**src/hw/rtl/software_timer_array_assert.svh**
```systemverilog
// Assertion macros shared by the timer array RTL.
// Expects clk (and rst_n for SWTMR_ASSERT) in scope at every use; no other dependencies.
`ifndef SOFTWARE_TIMER_ARRAY_ASSERT_SVH
`define SOFTWARE_TIMER_ARRAY_ASSERT_SVH

`ifndef SYNTHESIS

// checked outside reset
`define SWTMR_ASSERT(label, prop, msg) \
    label: assert property (@(posedge clk) disable iff (!rst_n) prop) \
        else $error(msg);

// checked at every edge, reset included
`define SWTMR_ASSERT_ALWAYS(label, prop, msg) \
    label: assert property (@(posedge clk) prop) \
        else $error(msg);

`else

`define SWTMR_ASSERT(label, prop, msg)
`define SWTMR_ASSERT_ALWAYS(label, prop, msg)

`endif

`endif

```
**src/hw/rtl/swtmr_pkg.sv**
```systemverilog
// Shared constants, codes and controller/datapath structs for the timer array.
// No dependencies.
package swtmr_pkg;

    localparam int DEF_SLOTS       = 16;
    localparam int DEF_COUNT_BITS  = 32;
    localparam int DEF_TARGET_BITS = 32;

    localparam int ACTION_W = 2;
    localparam int SLOT_W   = 4;
    localparam int FIELD_W  = 32;
    localparam int MODE_W   = 2;

    localparam logic [ACTION_W-1:0] ACT_TICK     = 2'd0;
    localparam logic [ACTION_W-1:0] ACT_REGISTER = 2'd1;
    localparam logic [ACTION_W-1:0] ACT_REMOVE   = 2'd2;

    localparam logic [MODE_W-1:0] MODE_PERIODIC       = 2'd0;
    localparam logic [MODE_W-1:0] MODE_ONESHOT_KEEP   = 2'd1;
    localparam logic [MODE_W-1:0] MODE_ONESHOT_REMOVE = 2'd2;

    localparam logic KIND_ACK  = 1'b0;
    localparam logic KIND_FIRE = 1'b1;

    localparam logic STAT_DONE     = 1'b0;
    localparam logic STAT_CONFLICT = 1'b1;

    typedef struct packed {
        logic accept;   // input transaction taken this cycle
        logic rd_en;    // read slot table at scan index
        logic eval;     // update scanned slot, advance index
        logic flush;    // move held result to output as last
    } swtmr_cmd_t;

    typedef struct packed {
        logic fire;        // scanned slot reaches zero
        logic held_valid;  // a result is waiting in the hold register
        logic out_free;    // output register can load this cycle
        logic scan_last;   // scan index is at the last slot
    } swtmr_sts_t;

endpackage

```
**src/hw/rtl/swtmr_ifs.sv**
```systemverilog
// Request and response channel interfaces of the timer array.
// Depends on swtmr_pkg.
interface swtmr_req_if import swtmr_pkg::*; ();
    logic                valid;
    logic                ready;
    logic [ACTION_W-1:0] action;
    logic [SLOT_W-1:0]   slot;
    logic [FIELD_W-1:0]  count;
    logic [MODE_W-1:0]   mode;
    logic [FIELD_W-1:0]  target;

    modport source (output valid, action, slot, count, mode, target, input ready);
    modport sink   (input valid, action, slot, count, mode, target, output ready);
endinterface

interface swtmr_rsp_if import swtmr_pkg::*; ();
    logic               valid;
    logic               ready;
    logic               kind;
    logic [SLOT_W-1:0]  fired_slot;
    logic [FIELD_W-1:0] fired_target;
    logic               status;
    logic               last;

    modport source (output valid, kind, fired_slot, fired_target, status, last, input ready);
    modport sink   (input valid, kind, fired_slot, fired_target, status, last, output ready);
endinterface

```
**src/hw/rtl/software_timer_array.sv**
```systemverilog
// Timer array top level: request channel in, result channel out, slot table
// inside. Depends on swtmr_pkg, swtmr_ifs, swtmr_ctrl and swtmr_dp.
//
// A register or remove transaction is taken in the idle state and its single
// acknowledgement is loaded into the hold register, then moved to the output
// register in the flush state once the output register is free. A tick walks
// the slot table in slot order, reading each slot entry from the table in the
// read state and updating it in the eval state; the eval state waits while a
// fire result finds the hold register full and the output busy. The last fire
// result of a tick carries last; a tick where nothing fires gives no result. A
// new request is taken as soon as the previous one has handed its final result
// to the output register.
module software_timer_array import swtmr_pkg::*; #(
    parameter int SLOTS       = DEF_SLOTS,
    parameter int COUNT_BITS  = DEF_COUNT_BITS,
    parameter int TARGET_BITS = DEF_TARGET_BITS
) (
    input  logic        clk,
    input  logic        rst_n,
    swtmr_req_if.sink   req,
    swtmr_rsp_if.source rsp
);

    swtmr_cmd_t cmd;
    swtmr_sts_t sts;

    swtmr_ctrl u_ctrl (
        .clk        (clk),
        .rst_n      (rst_n),
        .req_valid  (req.valid),
        .req_action (req.action),
        .req_ready  (req.ready),
        .sts        (sts),
        .cmd        (cmd)
    );

    swtmr_dp #(
        .SLOTS       (SLOTS),
        .COUNT_BITS  (COUNT_BITS),
        .TARGET_BITS (TARGET_BITS)
    ) u_dp (
        .clk              (clk),
        .rst_n            (rst_n),
        .cmd              (cmd),
        .sts              (sts),
        .req_action       (req.action),
        .req_slot         (req.slot),
        .req_count        (req.count),
        .req_mode         (req.mode),
        .req_target       (req.target),
        .rsp_ready        (rsp.ready),
        .rsp_valid        (rsp.valid),
        .rsp_kind         (rsp.kind),
        .rsp_fired_slot   (rsp.fired_slot),
        .rsp_fired_target (rsp.fired_target),
        .rsp_status       (rsp.status),
        .rsp_last         (rsp.last)
    );

endmodule

```
**src/hw/rtl/swtmr_dp.sv**
```systemverilog
// Datapath of the timer array: slot table memory, active bits, scan index,
// hold register for the pending result and the output register.
// Depends on swtmr_pkg and software_timer_array_assert.svh.
`include "software_timer_array_assert.svh"

module swtmr_dp import swtmr_pkg::*; #(
    parameter int SLOTS       = DEF_SLOTS,
    parameter int COUNT_BITS  = DEF_COUNT_BITS,
    parameter int TARGET_BITS = DEF_TARGET_BITS
) (
    input  logic                clk,
    input  logic                rst_n,
    input  swtmr_cmd_t          cmd,
    output swtmr_sts_t          sts,
    input  logic [ACTION_W-1:0] req_action,
    input  logic [SLOT_W-1:0]   req_slot,
    input  logic [FIELD_W-1:0]  req_count,
    input  logic [MODE_W-1:0]   req_mode,
    input  logic [FIELD_W-1:0]  req_target,
    input  logic                rsp_ready,
    output logic                rsp_valid,
    output logic                rsp_kind,
    output logic [SLOT_W-1:0]   rsp_fired_slot,
    output logic [FIELD_W-1:0]  rsp_fired_target,
    output logic                rsp_status,
    output logic                rsp_last
);

    localparam int IDX_W = $clog2(SLOTS);

    typedef struct packed {
        logic [COUNT_BITS-1:0]  count;
        logic [COUNT_BITS-1:0]  reload;
        logic [MODE_W-1:0]      mode;
        logic [TARGET_BITS-1:0] target;
    } entry_t;

    entry_t entry_mem [SLOTS];
    entry_t rd_data_reg;

    logic [SLOTS-1:0] active_reg, active_next;
    logic [IDX_W-1:0] idx_reg, idx_next;

    logic               held_valid_reg, held_valid_next;
    logic               held_kind_reg;
    logic [SLOT_W-1:0]  held_slot_reg;
    logic [FIELD_W-1:0] held_target_reg;
    logic               held_status_reg;

    logic               out_valid_reg, out_valid_next;
    logic               out_kind_reg;
    logic [SLOT_W-1:0]  out_slot_reg;
    logic [FIELD_W-1:0] out_target_reg;
    logic               out_status_reg;
    logic               out_last_reg;

    logic [IDX_W-1:0]      req_idx;
    logic                  req_in_range;
    logic                  req_active;
    logic                  reg_ok, rem_ok, is_reg, is_rem;
    logic                  cur_active, live, fire;
    logic [COUNT_BITS-1:0] cnt_dec, cnt_new;
    logic                  out_free;
    logic                  held_load_ack, held_load_fire, out_load_mid;

    logic             mem_we;
    logic [IDX_W-1:0] mem_waddr;
    entry_t           mem_wdata;

    // request decode
    always_comb
    begin
        req_idx      = IDX_W'(req_slot);
        req_in_range = (32'(req_slot) < 32'(SLOTS));
        req_active   = active_reg[req_idx];
        is_reg       = (req_action == ACT_REGISTER);
        is_rem       = (req_action == ACT_REMOVE);
        reg_ok       = cmd.accept && is_reg && req_in_range && !req_active;
        rem_ok       = cmd.accept && is_rem && req_in_range && req_active;
    end

    // slot update during a tick scan
    always_comb
    begin
        cur_active = active_reg[idx_reg];
        cnt_dec    = rd_data_reg.count - COUNT_BITS'(1);
        live       = cur_active && (rd_data_reg.count != '0);
        fire       = live && (cnt_dec == '0);
        if (fire && rd_data_reg.mode == MODE_PERIODIC)
        begin
            cnt_new = rd_data_reg.reload;
        end
        else
        begin
            cnt_new = cnt_dec;
        end
    end

    always_comb
    begin
        out_free       = !out_valid_reg || rsp_ready;
        held_load_ack  = cmd.accept && (is_reg || is_rem);
        held_load_fire = cmd.eval && fire;
        out_load_mid   = held_load_fire && held_valid_reg;

        sts.fire       = fire;
        sts.held_valid = held_valid_reg;
        sts.out_free   = out_free;
        sts.scan_last  = (idx_reg == IDX_W'(SLOTS - 1));
    end

    // memory write port: arm on register, write back on scan
    always_comb
    begin
        mem_we    = 1'b0;
        mem_waddr = idx_reg;
        mem_wdata = rd_data_reg;
        if (reg_ok)
        begin
            mem_we           = 1'b1;
            mem_waddr        = req_idx;
            mem_wdata.count  = COUNT_BITS'(req_count);
            mem_wdata.reload = COUNT_BITS'(req_count);
            mem_wdata.mode   = req_mode;
            mem_wdata.target = TARGET_BITS'(req_target);
        end
        else if (cmd.eval && live)
        begin
            mem_we          = 1'b1;
            mem_wdata.count = cnt_new;
        end
    end

    always_ff @(posedge clk)
    begin
        if (mem_we)
        begin
            entry_mem[mem_waddr] <= mem_wdata;
        end
        if (cmd.rd_en)
        begin
            rd_data_reg <= entry_mem[idx_reg];
        end
    end

    always_comb
    begin
        active_next = active_reg;
        if (reg_ok)
        begin
            active_next[req_idx] = 1'b1;
        end
        if (rem_ok)
        begin
            active_next[req_idx] = 1'b0;
        end
        if (held_load_fire && rd_data_reg.mode == MODE_ONESHOT_REMOVE)
        begin
            active_next[idx_reg] = 1'b0;
        end

        idx_next = idx_reg;
        if (cmd.accept)
        begin
            idx_next = '0;
        end
        else if (cmd.eval)
        begin
            idx_next = idx_reg + IDX_W'(1);
        end

        held_valid_next = held_valid_reg;
        if (held_load_ack || held_load_fire)
        begin
            held_valid_next = 1'b1;
        end
        else if (cmd.flush)
        begin
            held_valid_next = 1'b0;
        end

        out_valid_next = out_valid_reg;
        if (out_load_mid || cmd.flush)
        begin
            out_valid_next = 1'b1;
        end
        else if (rsp_ready)
        begin
            out_valid_next = 1'b0;
        end
    end

    always_ff @(posedge clk or negedge rst_n)
    begin
        if (!rst_n)
        begin
            active_reg     <= '0;
            idx_reg        <= '0;
            held_valid_reg <= 1'b0;
            out_valid_reg  <= 1'b0;
        end
        else
        begin
            active_reg     <= active_next;
            idx_reg        <= idx_next;
            held_valid_reg <= held_valid_next;
            out_valid_reg  <= out_valid_next;
        end
    end

    // hold and output payload
    always_ff @(posedge clk)
    begin
        if (held_load_ack)
        begin
            held_kind_reg   <= KIND_ACK;
            held_slot_reg   <= req_slot;
            held_target_reg <= '0;
            held_status_reg <= (is_reg ? reg_ok : rem_ok) ? STAT_DONE : STAT_CONFLICT;
        end
        else if (held_load_fire)
        begin
            held_kind_reg   <= KIND_FIRE;
            held_slot_reg   <= SLOT_W'(idx_reg);
            held_target_reg <= FIELD_W'(rd_data_reg.target);
            held_status_reg <= STAT_DONE;
        end

        if (out_load_mid || cmd.flush)
        begin
            out_kind_reg   <= held_kind_reg;
            out_slot_reg   <= held_slot_reg;
            out_target_reg <= held_target_reg;
            out_status_reg <= held_status_reg;
            out_last_reg   <= cmd.flush;
        end
    end

    assign rsp_valid        = out_valid_reg;
    assign rsp_kind         = out_kind_reg;
    assign rsp_fired_slot   = out_slot_reg;
    assign rsp_fired_target = out_target_reg;
    assign rsp_status       = out_status_reg;
    assign rsp_last         = out_last_reg;

    `SWTMR_ASSERT(a_flush_marks_last, cmd.flush |=> (out_valid_reg && out_last_reg), "flushed result not shown as last")
    `SWTMR_ASSERT(a_mid_fire_room, out_load_mid |-> out_free, "pending fire result overwrote output")
    `SWTMR_ASSERT(a_ack_hold_empty, held_load_ack |-> !held_valid_reg, "ack loaded over a pending result")
    `SWTMR_ASSERT_ALWAYS(a_reset_clear, !rst_n |=> (active_reg == '0 && !out_valid_reg), "state not cleared in reset")

endmodule

```
**src/hw/rtl/swtmr_ctrl.sv**
```systemverilog
// Controller of the timer array: sequences request decode, the per-slot
// read/update scan of a tick and the hand-off of results to the output.
// Depends on swtmr_pkg and software_timer_array_assert.svh.
`include "software_timer_array_assert.svh"

module swtmr_ctrl import swtmr_pkg::*; (
    input  logic                clk,
    input  logic                rst_n,
    input  logic                req_valid,
    input  logic [ACTION_W-1:0] req_action,
    output logic                req_ready,
    input  swtmr_sts_t          sts,
    output swtmr_cmd_t          cmd
);

    typedef enum logic [3:0] {
        ST_IDLE  = 4'b0001,
        ST_READ  = 4'b0010,
        ST_EVAL  = 4'b0100,
        ST_FLUSH = 4'b1000
    } state_t;

    state_t state_reg, state_next;
    logic   eval_stall;

    always_comb
    begin
        cmd        = '0;
        req_ready  = 1'b0;
        state_next = state_reg;
        // a second fire result cannot move the held one out while output is full
        eval_stall = sts.fire && sts.held_valid && !sts.out_free;

        unique case (state_reg)
            ST_IDLE:
            begin
                req_ready  = 1'b1;
                cmd.accept = req_valid;
                if (req_valid)
                begin
                    unique case (req_action)
                        ACT_TICK:     state_next = ST_READ;
                        ACT_REGISTER: state_next = ST_FLUSH;
                        ACT_REMOVE:   state_next = ST_FLUSH;
                        default:      state_next = ST_IDLE;
                    endcase
                end
            end
            ST_READ:
            begin
                cmd.rd_en  = 1'b1;
                state_next = ST_EVAL;
            end
            ST_EVAL:
            begin
                if (!eval_stall)
                begin
                    cmd.eval   = 1'b1;
                    state_next = sts.scan_last ? ST_FLUSH : ST_READ;
                end
            end
            ST_FLUSH:
            begin
                if (!sts.held_valid)
                begin
                    state_next = ST_IDLE;
                end
                else if (sts.out_free)
                begin
                    cmd.flush  = 1'b1;
                    state_next = ST_IDLE;
                end
            end
            default:
            begin
                state_next = ST_IDLE;
            end
        endcase
    end

    always_ff @(posedge clk or negedge rst_n)
    begin
        if (!rst_n)
        begin
            state_reg <= ST_IDLE;
        end
        else
        begin
            state_reg <= state_next;
        end
    end

    `SWTMR_ASSERT(a_eval_holds, (state_reg == ST_EVAL && eval_stall) |=> (state_reg == ST_EVAL), "scan advanced past a blocked fire result")
    `SWTMR_ASSERT(a_idle_no_pending, (state_reg == ST_IDLE) |-> !sts.held_valid, "result left behind in hold register")

endmodule

```
**src/flat_wrapper.sv**
```systemverilog
// flat-port wrapper written by rule: the top's interface ports become plain ports
module software_timer_array_flat import swtmr_pkg::*;
#(
    parameter int SLOTS       = DEF_SLOTS,
    parameter int COUNT_BITS  = DEF_COUNT_BITS,
    parameter int TARGET_BITS = DEF_TARGET_BITS
)
  (clk, rst_n, req_valid, req_action, req_slot, req_count, req_mode, req_target, req_ready, rsp_valid, rsp_kind, rsp_fired_slot, rsp_fired_target, rsp_status, rsp_last, rsp_ready);
  swtmr_req_if req_i ();
  swtmr_rsp_if rsp_i ();
  input  logic clk;
  input  logic rst_n;
  input wire logic [$bits(req_i.valid)-1:0] req_valid;
  input wire logic [$bits(req_i.action)-1:0] req_action;
  input wire logic [$bits(req_i.slot)-1:0] req_slot;
  input wire logic [$bits(req_i.count)-1:0] req_count;
  input wire logic [$bits(req_i.mode)-1:0] req_mode;
  input wire logic [$bits(req_i.target)-1:0] req_target;
  output wire logic [$bits(req_i.ready)-1:0] req_ready;
  output wire logic [$bits(rsp_i.valid)-1:0] rsp_valid;
  output wire logic [$bits(rsp_i.kind)-1:0] rsp_kind;
  output wire logic [$bits(rsp_i.fired_slot)-1:0] rsp_fired_slot;
  output wire logic [$bits(rsp_i.fired_target)-1:0] rsp_fired_target;
  output wire logic [$bits(rsp_i.status)-1:0] rsp_status;
  output wire logic [$bits(rsp_i.last)-1:0] rsp_last;
  input wire logic [$bits(rsp_i.ready)-1:0] rsp_ready;
  assign req_i.valid = req_valid;
  assign req_i.action = req_action;
  assign req_i.slot = req_slot;
  assign req_i.count = req_count;
  assign req_i.mode = req_mode;
  assign req_i.target = req_target;
  assign req_ready = req_i.ready;
  assign rsp_valid = rsp_i.valid;
  assign rsp_kind = rsp_i.kind;
  assign rsp_fired_slot = rsp_i.fired_slot;
  assign rsp_fired_target = rsp_i.fired_target;
  assign rsp_status = rsp_i.status;
  assign rsp_last = rsp_i.last;
  assign rsp_i.ready = rsp_ready;
  software_timer_array #(.SLOTS(SLOTS), .COUNT_BITS(COUNT_BITS), .TARGET_BITS(TARGET_BITS)) u_core (.clk(clk), .rst_n(rst_n), .req(req_i), .rsp(rsp_i));
endmodule
```
**config.mk**
```make
export PLATFORM = sky130hd
export DESIGN_NAME = software_timer_array_flat
export DESIGN_NICKNAME = d
export VERILOG_FILES = /design/src/hw/rtl/swtmr_pkg.sv /design/src/hw/rtl/swtmr_ifs.sv /design/src/hw/rtl/software_timer_array.sv /design/src/hw/rtl/swtmr_dp.sv /design/src/hw/rtl/swtmr_ctrl.sv /design/src/flat_wrapper.sv
export VERILOG_INCLUDE_DIRS = /design/src /design/src/hw/rtl
export SDC_FILE = /design/constraint.sdc
export NUM_CORES = 2
export LEC_CHECK = 0
export BUFFER_PORTS_ARGS = -buffer_cell sky130_fd_sc_hd__buf_2
export CAP_MARGIN = 10
export CELL_PAD_IN_SITES_DETAIL_PLACEMENT = 0
export CELL_PAD_IN_SITES_GLOBAL_PLACEMENT = 2
export CORE_MARGIN = 1.5
export CORE_UTILIZATION = 30
export CTS_BUF_LIST = sky130_fd_sc_hd__clkbuf_8
export DETAILED_ROUTE_END_ITERATION = 6
export PLACE_DENSITY_LB_ADDON = 0.05
export RECOVER_POWER = 25
export SETUP_SLACK_MARGIN = 0.05
export SKIP_CTS_REPAIR_TIMING = 1
export SLEW_MARGIN = 20
export SYNTH_ARGS = -nofsm -noshare
export SYNTH_HDL_FRONTEND = slang
export SYNTH_SLANG_ARGS = --single-unit
```
**constraint.sdc**
```tcl
create_clock -name clk -period 24.5 [get_ports clk]
set_input_delay 1.225 -clock clk [delete_from_list [all_inputs] [get_ports clk]]
set_output_delay 1.225 -clock clk [all_outputs]
set_load 0.005 [all_outputs]
```
# == Word level (Yosys, flattened, before mapping) ==
# Memories as Yosys holds them, arrays and structs flattened. A register that Yosys moved wholly into a read port is not among the register bits.
# Cells that the tools add are included.
# word_totals
ff_bits,103
latchBits,0
mem_bits_rw,1568
romBits,0
in_bits,76
output_inout_bits,41
word_cells,117
memories,1
# op_classes
n_addsub,2
n_mul,0
div,0
n_lt_le_gt_ge,4
eq_ne,11
shift,0
mux,47
bitwise,5
reduce_logical,33
# memory_table
memory,depth,width,rd,rd_ports_with_merged_regs,wr,line,rtl
u_core.u_dp.entry_mem,16,98,1,1,1,swtmr_dp.sv:38,entry_t entry_mem [SLOTS];
# op_table
op,count
two-way mux 32 bit,3
two-way mux 66 bit,1
two-way mux 16 bit,3
two-way mux 4 bit,10
bitwise AND 16 bit,2
zero test 32 bit,1
inverter 16 bit,2
nonzero test 32 bit,1
subtractor 32 x 1 -> 32 bit (second input constant),1
two-way mux 1 bit,24
logical AND 1 bit,16
OR 16 bit,1
case mux 4 bit (4 select lines),1
< comparator 4 x 5 -> 1 bit (second input constant),2
binary-select mux 1 bit (select 4 bit),2
demux 1 bit (select 4 bit),2
== test 4 bit (second input constant),2
greater-or-equal comparator 4 x 1 -> 1 bit (second input constant),2
case mux 4 bit (2 select lines),1
nonzero test 2 bit,4
adder 4 x 1 -> 4 bit (second input constant),1
== test 2 bit (second input constant),2
== test 4 x 1 -> 1 bit (second input constant),1
== test 4 x 2 -> 1 bit (second input constant),1
other kinds (9),16

# == Depth between registers and ports, before layout ==
# logic_depth
word_depth,13
ltp_mapped,14
depth_no_buf,10

# == By module ==
# From an unflattened synthesis, not the netlist that was laid out.
# unflattened
hier_cells,3143
area_unflattened_um2,68685.9
# modules_own_cells
module,n_inst,cells_each,area_each_um2,seq_area_each_um2
swtmr_dp,1,3107,68353.1,52560.4
swtmr_ctrl,1,36,332.8,101.3

# == Least setup slack after synthesis ==
# OpenSTA, ideal clock, no wires.
# synth_timing
path_kind,reg2reg
from,register u_core.u_ctrl.state_reg[1]
to,register u_core.u_dp.rd_data_reg[0] (netlist name)
setup_time_ns,0.833
arrival_time_ns,10.585
required_time_ns,23.667
setup_slack_ns,13.082
path_stages_with_launch,2
path_buffers,0
period_less_slack_ns,11.418
path_cell_list,dfrtp_1 -> nor4b_1
# synth_between
elab_chain_cells,2
# synth_rtl
item,line,rtl
start: declaration,swtmr_ctrl.sv:23,"state_t state_reg, state_next;"
start signal: assignment,swtmr_ctrl.sv:89,state_reg <= state_next;
== test 4 x 2 -> 1 bit,swtmr_ctrl.sv:34,unique case (state_reg)
two-way mux 1 bit,swtmr_ctrl.sv:34,
# Every way passes these cells.
# A chain may end at the register's enable or synchronous reset.

# == Worst setup path in the final report ==
# layout_timing
from,register u_core.u_dp.idx_reg[0]
to,"memory u_core.u_dp.entry_mem[15][22] in the netlist's numbering, enable pin"
# layout_between
elab_chain_cells,13
elab_cells_between_ends,14
cone_classes,mux: 9; reduce/logical: 5
# layout_rtl
item,line,rtl
start: declaration,swtmr_dp.sv:42,"logic [IDX_W-1:0] idx_reg, idx_next;"
start signal: assignment,swtmr_dp.sv:205,idx_reg <= idx_next;
binary-select mux 1 bit (select 4 bit),swtmr_dp.sv:85,cur_active = active_reg[idx_reg];
two-way mux 1 bit (implied by the code),swtmr_dp.sv:85,
logical AND 1 bit,swtmr_dp.sv:87,live = cur_active && (rd_data_reg.count != '0);
logical AND 1 bit,swtmr_dp.sv:88,fire = live && (cnt_dec == '0);
logical AND 1 bit (2 in a row),swtmr_ctrl.sv:32,eval_stall = sts.fire && sts.held_valid && !sts.out_free;
two-way mux 1 bit,swtmr_ctrl.sv:56,if (!eval_stall)
two-way mux 1 bit,swtmr_ctrl.sv:34,
logical AND 1 bit,swtmr_dp.sv:127,else if (cmd.eval && live)
two-way mux 1 bit,swtmr_dp.sv:127,
two-way mux 1 bit,swtmr_dp.sv:118,if (reg_ok)
two-way mux 1 bit,swtmr_dp.sv:136,if (mem_we)
two-way mux 1 bit (implied by the code),swtmr_dp.sv:138,entry_mem[mem_waddr] <= mem_wdata;
end: declaration,swtmr_dp.sv:38,
# Parallel ways exist; a longest one is shown, timed or not. The select of a mux whose other input is x is not followed.

==> run summary <==
crit path cell chain: clkbuf_1, mux4_2, nand2_1, a31o_2, or4_1, o31a_1, a31oi_1, nor2_4, buf_4, buf_4
Root Buffer Master: clkbuf_8
Post-Syn Area: 0.06870 mm²
Post-synth EDFFs: 1710
Max Slew Vio Count: 345
Tmin final: 9.856 ns
Core Region: 0.2275 mm²
Clk Latency, worst-skew pair: 1.04 ns
clk slew on worst S/H paths: 0.06 ns
CTS tree: built
CTS buffer count: 337
unrepaired setup endpoints after global routing: false
Top cell by count, worst path: buf_4
vias in the first global route: 36198
Largest register FFs: 1568
Port Buffers: 116
cell count after synthesis: 3127
commonest non-fill, non-tap cell in the layout: edfxtp_1
max_slew headroom: -513.6%
Crit Path Class: flip-flop to flip-flop
Synth Register Bits: 1769
IO Count: 117
Worst path max stage delay: 2.53 ns
final period utilization: 40.23%
Worst Path Arrival: 10.46 ns
Tot GR Track Use: 17.16%
Initial Util: 30.20%
slowest CP cell: clkbuf_1
largest net degree at the start of global routing: 134
Avg Inst Size Synth: 21.97 µm²
vias: 33426
die area: 0.2319 mm²
placed wire-length estimate: 107.3 mm
area growth from synthesis to layout: 14.90%
row cnt: 175
CTS Buffer Depth: 4
Min-Delay Path Class: flip-flop to flip-flop
CTS H-tree depth: 5
CP Buf/Inv Count: 3
routability cong.: 0.7698
drc violations: 0
total wire length: 199.2 mm
synth warn: 0
DRT Pass-1 Iters: 5
failing checks: max-capacitance violations, max-slew violations
Pwr Total: 6.567 mW
share of the yosys chip area belonging to registers: 76.66%
Via-to-Cell Ratio: 4.967
worst slew pin tran: 9.204 ns
Pleak: 24.20 nW
Initial DRC Count: 2707
max_cap viols: 8
CP Launch Type: flip-flop
Req. time, crit path: 25.10 ns
die height: 481.5 µm
hold depth: 0
syn_nets: 3214
Main synth FF type: edfxtp_1
Nets: 3569
Crit. End Element: flip-flop
peak supply drop: 0.05016 mV
crit-path leading delay family: buffers and inverters
DR WL/cell: 29.60 µm
clock skew: 0.08965 ns
global-route wire length before repair: 280.6 mm
initial antenna violation count: 10
synth unique cells: 72
ratio of cells with drive above 1 in the final layout: 29.56%
status: finished, violations left
Final Hold Fails: 0
final setup TNS: 0 ns
Async S/R FF share, synth: 1.470%
Detail Route Antenna Nets: 0
Setup violations, final: 0
Cell Pwr Density: 83.20 mW/mm²
total gr overflow: 0
Clock Sinks: 1769
number of cells on the critical path: 10
worst-path maximum fanout: 45
Die Span X: 481.5 µm
fmax: 101.5 MHz
worst reg-to-reg path cell count: 10
most frequent cells in the layout: edfxtp_1 (1710), mux4_2 (499), clkbuf_8 (345)
layer usage:
| metal | wire, µm | vias up | GRT usage [%] | part of all wire, % |
|---|---|---|---|---|
| met5 | 0 | - | 0 | 0 |
| met4 | 4008 | 0 | 4.370 | 2.0 |
| met3 | 9362 | 312 | 3.219 | 4.7 |
| met2 | 91690 | 872 | 26.40 | 46 |
| met1 | 94110 | 18355 | 24.98 | 47 |
| li1 | - | 13887 | - | - |
path summary, 6_finish.rpt:
kind,startpoint,to,slack (ns)
max in group asynchronous,rst_n,u_core.u_dp.idx_reg[3]$_DFFE_PN0P_,22.76
worst min register to register,u_core.u_dp.held_target_reg[25]$_SDFFE_PP0P_,u_core.u_dp.rsp_fired_target[25]$_DFFE_PP_,0.40
worst min-delay path,u_core.u_dp.held_target_reg[25]$_SDFFE_PP0P_,u_core.u_dp.rsp_fired_target[25]$_DFFE_PP_,0.40
worst max register to register,u_core.u_dp.idx_reg[0]$_DFFE_PN0P_,u_core.u_dp.entry_mem[15][22]$_DFFE_PP_,14.64
worst max-delay path,u_core.u_dp.idx_reg[0]$_DFFE_PN0P_,u_core.u_dp.entry_mem[15][22]$_DFFE_PP_,14.64
min in group asynchronous,rst_n,u_core.u_dp.active_reg[0]$_DFF_PN0_,0.56
stage by stage:
step	area [µm²]	hold WS, ns	instances	utilization, %	setup WS [ns]
finish	78930	0.4035	6729	34.70	14.64
floorplan	68700	0.4003	3127	-	13.08
CTS	78950	0.09578	6720	34.70	17.03
global placement	73110	0.4124	6148	32.14	17.13
detailed placement	73120	0.4158	6149	32.14	17.07
global route	78930	0.4079	6727	34.69	13.68
cells in the mapped netlist, types with 15 or more instances:
cell type / count / share of area (%)
mux4_2: 499 / 16
edfxtp_1: 1710 / 75
inv_1: 30 / 0.16
dfxtp_1: 33 / 0.96
a21oi_1: 53 / 0.39
mux2i_1: 41 / 0.60
dfrtp_1: 25 / 0.91
nand3_1: 20 / 0.15
clkbuf_1: 112 / 0.61
nor2_1: 73 / 0.40
a221oi_1: 18 / 0.23
buf_1: 39 / 0.21
nand2_1: 221 / 1.2
o221ai_2: 15 / 0.33
nor3_1: 32 / 0.23
cell families (layout without fill, tap and decap cells):
| group | Yosys count | after routing | synth area share (%) |
|---|---|---|---|
| DFF | 1769 | 1769 | 76.66 |
| muxes | 544 | 544 | 17.02 |
| and+or+nand+nor | 436 | 436 | 2.971 |
| buffers and inverters | 198 | 785 | 1.191 |
| AOI/OAI and AO/OA | 155 | 155 | 1.781 |
| xor gates and xnor gates | 14 | 14 | 0.1785 |
| adders and majority gates | 11 | 11 | 0.2003 |
| other | 0 | 6 | 0 |
final cells by class:
type | count | area [µm²]
Multi-Input combinational cell | 1160 | 15380
Antenna cell | 6 | 15.01
Clock inverter | 226 | 1082
Fill cell | 21238 | 148600
Clock buffer | 345 | 4748
Sequential cell | 1769 | 52670
Inverter | 30 | 112.6
Timing Repair Buffer | 184 | 1160
Tap cell | 3009 | 3765
power by group:
| part | internal (mW) | total [mW] | switching, mW | leakage (nW) |
|---|---|---|---|---|
| logic | 0.169 | 0.484 | 0.315 | 4.84 |
| clock network | 1.36 | 2.59 | 1.23 | 3.35 |
| registers | 3.46 | 3.49 | 0.0353 | 16.0 |
| total | 4.98 | 6.57 | 1.58 | 24.2 |
Note: power is estimated with default switching activity, not from simulation.
